--- config.mk ---
export PLATFORM = sky130hd
export DESIGN_NAME = clp_col
export DESIGN_NICKNAME = d
export VERILOG_FILES = /design/src/rtl/clp_pkg.sv /design/src/rtl/clp_col.sv
export SDC_FILE = /design/constraint.sdc
export NUM_CORES = 1
export LEC_CHECK = 0
export ABC_AREA = 1
export BUFFER_PORTS_ARGS = -buffer_cell sky130_fd_sc_hd__buf_2
export CAP_MARGIN = 15
export CORE_ASPECT_RATIO = 0.8
export CORE_MARGIN = 1
export CORE_UTILIZATION = 30
export CTS_CLUSTER_DIAMETER = 150
export DETAILED_ROUTE_END_ITERATION = 10
export PLACE_DENSITY = 0.51
export SYNTH_ARGS = -nofsm -noshare
export SYNTH_HDL_FRONTEND = slang
export SYNTH_SLANG_ARGS = --single-unit
export TNS_END_PERCENT = 30
--- constraint.sdc ---
create_clock -name clk -period 4.34 [get_ports clk]
set_clock_uncertainty 0.15 [all_clocks]
set_input_delay 0.217 -clock clk [delete_from_list [all_inputs] [get_ports clk]]
set_output_delay 0.217 -clock clk [all_outputs]
set_load 0.03 [all_outputs]
--- src/rtl/clp_pkg.sv ---
`default_nettype none

package clp_pkg;

	localparam int PIX_W        = 8;
	localparam int SAMPLE_W     = 9;
	localparam int WEIGHT_W     = 18;
	localparam int LINE_WIDTH_W = 13;
	localparam int CFG_INDEX_W  = 3;
	localparam int CFG_DATA_W   = 18;

	// Configuration register map
	typedef enum logic [CFG_INDEX_W-1:0] {
		REG_DIRECTION       = 3'd0,
		REG_LINE_WIDTH      = 3'd1,
		REG_WEIGHT_UP_LEFT  = 3'd2,
		REG_WEIGHT_UP       = 3'd3,
		REG_WEIGHT_UP_RIGHT = 3'd4,
		REG_WEIGHT_LEFT     = 3'd5
	} cfg_reg_t;

	localparam logic DIR_ENCODE = 1'b0;
	localparam logic DIR_DECODE = 1'b1;

	localparam logic [LINE_WIDTH_W-1:0]    LINE_WIDTH_RESET = 13'd4096;
	localparam logic signed [WEIGHT_W-1:0] WEIGHT_RESET     = 18'sd4096;

	// Predictor weights
	typedef struct packed {
		logic signed [WEIGHT_W-1:0] up_left;
		logic signed [WEIGHT_W-1:0] up;
		logic signed [WEIGHT_W-1:0] up_right;
		logic signed [WEIGHT_W-1:0] left;
	} weights_t;

	// Position flags of one pixel in the raster
	typedef struct packed {
		logic first_row;
		logic col_zero;
		logic last;
	} pos_t;

endpackage

`default_nettype wire

--- src/rtl/clp_col.sv ---
`default_nettype none

module clp_col
	import clp_pkg::*;
#(
	parameter int MAX_WIDTH = 4096,
	parameter int COL_W     = $clog2(MAX_WIDTH),
	parameter int CMP_W     = (COL_W + 1 > LINE_WIDTH_W) ? COL_W + 1 : LINE_WIDTH_W
) (
	input  wire logic                    clk,
	input  wire logic                    arst_n,
	input  wire logic                    accept,
	input  wire logic                    frame_start,
	input  wire logic [LINE_WIDTH_W-1:0] line_width,
	input  wire logic                    pend1_valid,
	input  wire logic [COL_W-1:0]        pend1_col,
	input  wire logic                    pend2_valid,
	input  wire logic [COL_W-1:0]        pend2_col,
	output logic      [COL_W-1:0]        col,
	output logic      [COL_W-1:0]        ur_addr,
	output pos_t                         pos,
	output logic                         hazard
);

	logic [COL_W-1:0] col_q;
	logic             first_q;
	logic [CMP_W-1:0] lw_ext;
	logic [CMP_W-1:0] eff_width;
	logic [CMP_W-1:0] next_col;
	logic             hit1;
	logic             hit2;

	// Clamp the row length to 1..MAX_WIDTH
	always_comb begin
		lw_ext = CMP_W'(line_width);
		if (lw_ext == '0) begin
			eff_width = CMP_W'(1);
		end else if (lw_ext > CMP_W'(MAX_WIDTH)) begin
			eff_width = CMP_W'(MAX_WIDTH);
		end else begin
			eff_width = lw_ext;
		end
	end

	// Position of the word at the input
	always_comb begin
		col           = frame_start ? '0 : col_q;
		pos.first_row = frame_start | first_q;
		pos.col_zero  = (col == '0);
		next_col      = CMP_W'(col) + CMP_W'(1);
		pos.last      = (next_col >= eff_width);
		ur_addr       = pos.last ? col : next_col[COL_W-1:0];
	end

	// Hold the word while an older pixel still has to write an entry it reads
	always_comb begin
		hit1   = pend1_valid && (pend1_col == col || (!pos.last && pend1_col == ur_addr));
		hit2   = pend2_valid && (pend2_col == col || (!pos.last && pend2_col == ur_addr));
		hazard = !pos.first_row && (hit1 || hit2);
	end

	// Advance the column and row on each accepted word
	always_ff @(posedge clk or negedge arst_n) begin
		if (!arst_n) begin
			col_q   <= '0;
			first_q <= 1'b1;
		end else if (accept) begin
			if (pos.last) begin
				col_q   <= '0;
				first_q <= 1'b0;
			end else begin
				col_q   <= next_col[COL_W-1:0];
				first_q <= pos.first_row;
			end
		end
	end

endmodule

`default_nettype wire

Word level (Yosys, flattened, before mapping)
Cells that the tools add are included.

word-level totals
  register bits after elaboration = 13
  output and inout port bits = 28

cells by class
  reduce and logical (&&, ||, !) cells = 12
  equal/unequal tests = 4
  muxes and demuxes = 6
  bitwise gates (word level) = 1
  $add $sub $neg = 1
  $lt $le $gt $ge = 2

operators with widths
  kind                     count
  $eq A12 B12 Y1           4
  $mux W12                 3
  $mux W13                 2
  $add A12 B1 Y13 const B  1
  $ge A13 B13 Y1           1
  $gt A13 B13 Y1 const B   1
  $logic_not A13 Y1        1
  $logic_not A12 Y1        1
  $logic_and A1 B1 Y1      5
  $logic_or A1 B1 Y1       3
  $logic_not A1 Y1         2
  $mux W1                  1
  $or A1 B1 Y1             1

Depth between registers and ports, before layout
  depth after elaboration = 11
  mapped depth = 30
  gate-level depth less buffers = 28

Worst setup path after synthesis
No wires, ideal clock.

  path kind = input to output
  start point = in frame_start
  end point = out hazard
  data arrival time = 4.005 ns
  buffers on the path = 2
  slack = -0.032 ns
  required time = 3.973 ns
  stages = 29
  cell sequence = buf_6 -> inv_6 -> nand2_1 -> inv_1 -> ha_1 -> nand4_2 -> nor2_4 -> nand4_1 -> xor2_1 -> ha_1 -> nand2_1 -> nor2_1 -> nand2_1 -> inv_1 -> nand2_2 -> inv_1 -> nor2_4 -> buf_6 -> ha_1 -> xnor2_1 -> nor2_1 -> nand2_1 -> nor2_1 -> nand2_1 -> nor2_1 -> nand2_1 -> nand2_1 -> nand2_1 -> a21oi_2

on the way
  longest elaborated chain between the ends = 10
  elaborated cells between the ends (all ways) = 19

RTL lines
  what                                           line                          source
  start: declaration                             clp_col.sv:13                 input wire logic frame_start,
  $mux W12 (*)                                   clp_col.sv:47                 col = frame_start ? '0 : col_q;
  via col[0]                                     clp_col.sv:19                 output logic [COL_W-1:0] col,
  $add A12 B1 Y13                                clp_col.sv:50                 next_col = CMP_W'(col) + CMP_W'(1);
  $ge A13 B13 Y1                                 clp_col.sv:51                 pos.last = (next_col >= eff_width);
  $mux W12                                       clp_col.sv:52                 ur_addr = pos.last ? col : next_col[COL_W-1:0];
  $eq A12 B12 Y1, on equally long branches       clp_col.sv:57, clp_col.sv:58
  $logic_and A1 B1 Y1, on equally long branches  clp_col.sv:57, clp_col.sv:58
  $logic_or A1 B1 Y1, on equally long branches   clp_col.sv:57, clp_col.sv:58
  $logic_and A1 B1 Y1, on equally long branches  clp_col.sv:57, clp_col.sv:58
  $logic_or A1 B1 Y1 (*)                         clp_col.sv:59                 hazard = !pos.first_row && (hit1 || hit2);
  $logic_and A1 B1 Y1 (*)                        clp_col.sv:59
  end: declaration                               clp_col.sv:22                 output logic hazard

The timed path passes the listed nets; every way through them passes the cells marked *.

Worst setup path after layout
  start point = reg col_q[1]
  end point = out hazard

on the way
  longest elaborated chain between the ends = 10
  elaborated cells between the ends (all ways) = 17

RTL lines
  what                                           line                          source
  start: declaration                             clp_col.sv:25                 logic [COL_W-1:0] col_q;
  start signal: assignment                       clp_col.sv:72                 col_q <= next_col[COL_W-1:0];
  $mux W12 (*)                                   clp_col.sv:47
  $add A12 B1 Y13                                clp_col.sv:50
  $ge A13 B13 Y1                                 clp_col.sv:51
  $mux W12                                       clp_col.sv:52
  $eq A12 B12 Y1, on equally long branches       clp_col.sv:57, clp_col.sv:58
  $logic_and A1 B1 Y1, on equally long branches  clp_col.sv:57, clp_col.sv:58
  $logic_or A1 B1 Y1, on equally long branches   clp_col.sv:57, clp_col.sv:58
  $logic_and A1 B1 Y1, on equally long branches  clp_col.sv:57, clp_col.sv:58
  $logic_or A1 B1 Y1 (*)                         clp_col.sv:59
  $logic_and A1 B1 Y1 (*)                        clp_col.sv:59

Mark *: on every way between the ends. The rest lies on a longest branch, timed or not.

==> impl_results.md <==
- Run status: finished, final reports clean
- I/O Buffers: 70
- Period minus WS final: roughly 4.2 ns
- Synth warn: 0
- Sequential-to-total area share from yosys stat: 0.133
- Synth-to-layout area growth: 34.1%
- Psw: around 210 uW
- CTS max path bufs: 2
- Initial core utilization: 0.310
- I/O pin total: 71
- Mapped cell area: around 2500 sq um
- Tcrit/Tclk final: 0.961
- Residual DRC: 0
- Die width: between 100 and 150 microns
- Switching Share: 0.427
- Distinct cells, synth: 30
- Average wire per standard cell: between 10 and 15 microns
- Cell at the slowest stage of the critical path: dfrtp_1
- Vias in the first global route: about 2600
- Slew Viols, Final: 0
- Total grt overflow: 0
- Combinational fraction of design power: 0.486
- Slew HR: 0.563
- Hold Violations, Final: 0
- Int Pwr: about 280 uW
- Core area: a little under 8000 sq um
- Final HPWL DP: between 7000 and 8000 microns
- Least-Margin Pin Slew: 0.655 ns
- Maximum clock frequency: 240 MHz
- DIE AREA: roughly 8600 sq um
- Largest net degree at the start of global routing: 24
- Kind of critical path: register to output port
- Antenna violations before repair: 0
- Via density: roughly 4.7
- First-pass GRT wire length: 13600 microns
- Crit path required time: between 3 and 4 ns
- Synth cell count leaders: nand2_1, inv_1, nand3_1
- Worst path arrival time: roughly 3.8 ns
- Flop pwr share: 0.269
- Max VDD drop: 0.157 mV
- Worst slack, placed: -0.0261 ns
- Fillers: around 880
- Worst Slack Setup Final: between 0.15 and 0.2 ns
- Row count: 29
- CTS clk-pin slew, worst paths: ~0.07 ns
- Unrepaired setup endpoints after global routing: true
- Routed wire length: just under 9000 microns
- Sequential cell area: 327 sq um
- Gpl congestion: around 0.88
- Post-Syn Instances: between 400 and 500
- Inserted Clock Buffers: 3
- Crit Path Max Fanout: 4
- P_leak: around 1.9 nW
- Hold WC Path Type: input port to asynchronous set/reset pin
- Synthesis-stage register bit count: 13
- GRT Total Usage: 0.209
- ANT nets after route: 0
- TritonCTS clock tree: built
- Post-route cell area: 3300 sq um
- Top-area cell type share of the netlist area: 0.246
- Multi-input logic area: 1970 sq um
- Final net count: between 500 and 600
- Area contributors post-synth: nand2_1, dfrtp_1, inv_1
- Post-Syn Nets: between 400 and 500
- CP Launch Type: register
- Layout cells sized above 1: 0.306
- Vias: ~2900
- Most Frequent Cell on Critical Path: nand2_2
- Max Cap Viol: 0
- Syn Area/Cell: approximately 6.0 sq um
- DP Area: around 3000 sq um
- DR iter-0 viols: 140
- Critical Path End Type: output port
- Clk sink count: 13
- EDFF count, synth: 0
- Worst path max stage delay: approximately 0.37 ns
- First-pass iteration count of the detailed router: 4
- Worst-Skew Late Latency: ~0.26 ns
- # setup viols final: 0
- Clock share of power: 0.246
- Antenna diode instance count: 0
- Pwr dens: between 100 and 150 nW/um^2
- Count leader, synth: nand2_1
- Root buf cell: clkbuf_8
- Synth async-reset ratio: 1.00
- Commonest register cell after synthesis: dfrtp_1
- Die extent in y: between 80 and 90 microns
- Hold WS: 0.266 ns
- H-Tree Depth: 1
- Area leader, netlist: nand2_1
-- metal layers --
metal / vias to the layer above / wire length, microns / track usage
met2: 77 / 3720 / 0.305
li1: 1489 / - / -
met4: 0 / 29 / 0.0128
met5: - / 0 / 0
met1: 1304 / 4420 / 0.329
met3: 4 / 585 / 0.0362
-- layout make-up --
class / count / area share
multi-input cells: 334 / 0.598
repair buffers: 96 / 0.179
flip-flops and latches: 13 / 0.0990
inverters: 60 / 0.0698
well taps: 108 / 0.0410
clock buffers: 4 / 0.0137
-- power groups by stage --
| stage | Clock [mW] | Sequential (mW) | Combinational (mW) |
|---|---|---|---|
| finish | 0.122 | 0.133 | 0.240 |
| global route | 0.130 | 0.134 | 0.266 |
| CTS | 0.123 | 0.132 | 0.228 |
| detailed placement | 0 | 0.137 | 0.212 |
| global placement | 0 | 0.137 | 0.212 |
| floorplan | 0 | 0.136 | 0.132 |
-- worst max-delay path: cells and delay by family (launching register included) --
family	cells	cell delay, ns
XOR/XNOR	2	0.39
adder cells (fa/ha/maj)	3	0.69
AND/OR/NAND/NOR	18	1.70
buffers and inverters	3	0.28
flip-flops	1	0.37
AO/OA/AOI/OAI	1	0.12
-- worst paths after layout --
check | from | endpoint | slack, ns | cells after the start
min in group clk | col_q[11] | col_q[11] | 0.34 | 2
worst min register to register | col_q[11] | col_q[11] | 0.34 | 2
max in group asynchronous | arst_n | first_q | 3.45 | 2
worst max register to register | col_q[1] | col_q[7] | 1.38 | 19
worst max-delay path | col_q[1] | hazard | 0.17 | 27
worst min-delay path | arst_n | col_q[10] | 0.27 | 2
-- cells in the final DEF, fill, tap and decap left out, drive strengths merged --
cell and n:
nand2 178, buf 94, inv 60, nor2 35
nand3 33, xor2 20, o21ai 17, ha 16
nand4 13, dfrtp 12, nor4 6, xnor2 5
nand3b 4, clkbuf 4, a21oi 4, dlygate4sd3 2
nor3 2, a2111oi 1, dfstp 1
-- state kept, by name (all words and copies together) (netlist names) --
register / flops
col_q: 12
first_q: 1
-- through the flow --
| step | setup TNS, ns | power [mW] | util | std cells |
|---|---|---|---|---|
| 3_5_place_dp | -0.0261 | 0.349 | 0.376 | 595 |
| 5_1_grt | -0.107 | 0.530 | 0.415 | 615 |
| 6_report | 0 | 0.495 | 0.415 | 615 |
| 3_3_place_gp | 0 | 0.349 | 0.376 | 595 |
| 2_1_floorplan | 0 | 0.267 | - | 412 |
| 4_1_cts | 0 | 0.483 | 0.398 | 608 |
-- repair_timing --
item                                    CTS  global route
hold buffers                              2             0
buffers inserted                          7             7
endpoints found under the setup margin    1             1
hold endpoints to repair                 13             0
gates resized for setup                   7            21
pin swaps                                 5            13
-- kinds of logic after synthesis --
group | after synthesis | synth area share
and+or+nand+nor | 271 | 0.531
adders and majority gates | 16 | 0.0813
DFF | 13 | 0.133
xor gates and xnor gates | 25 | 0.0981
buffers and inverters | 65 | 0.109
AOI/OAI and AO/OA | 22 | 0.0478
Power figures use the tool's default switching activity.
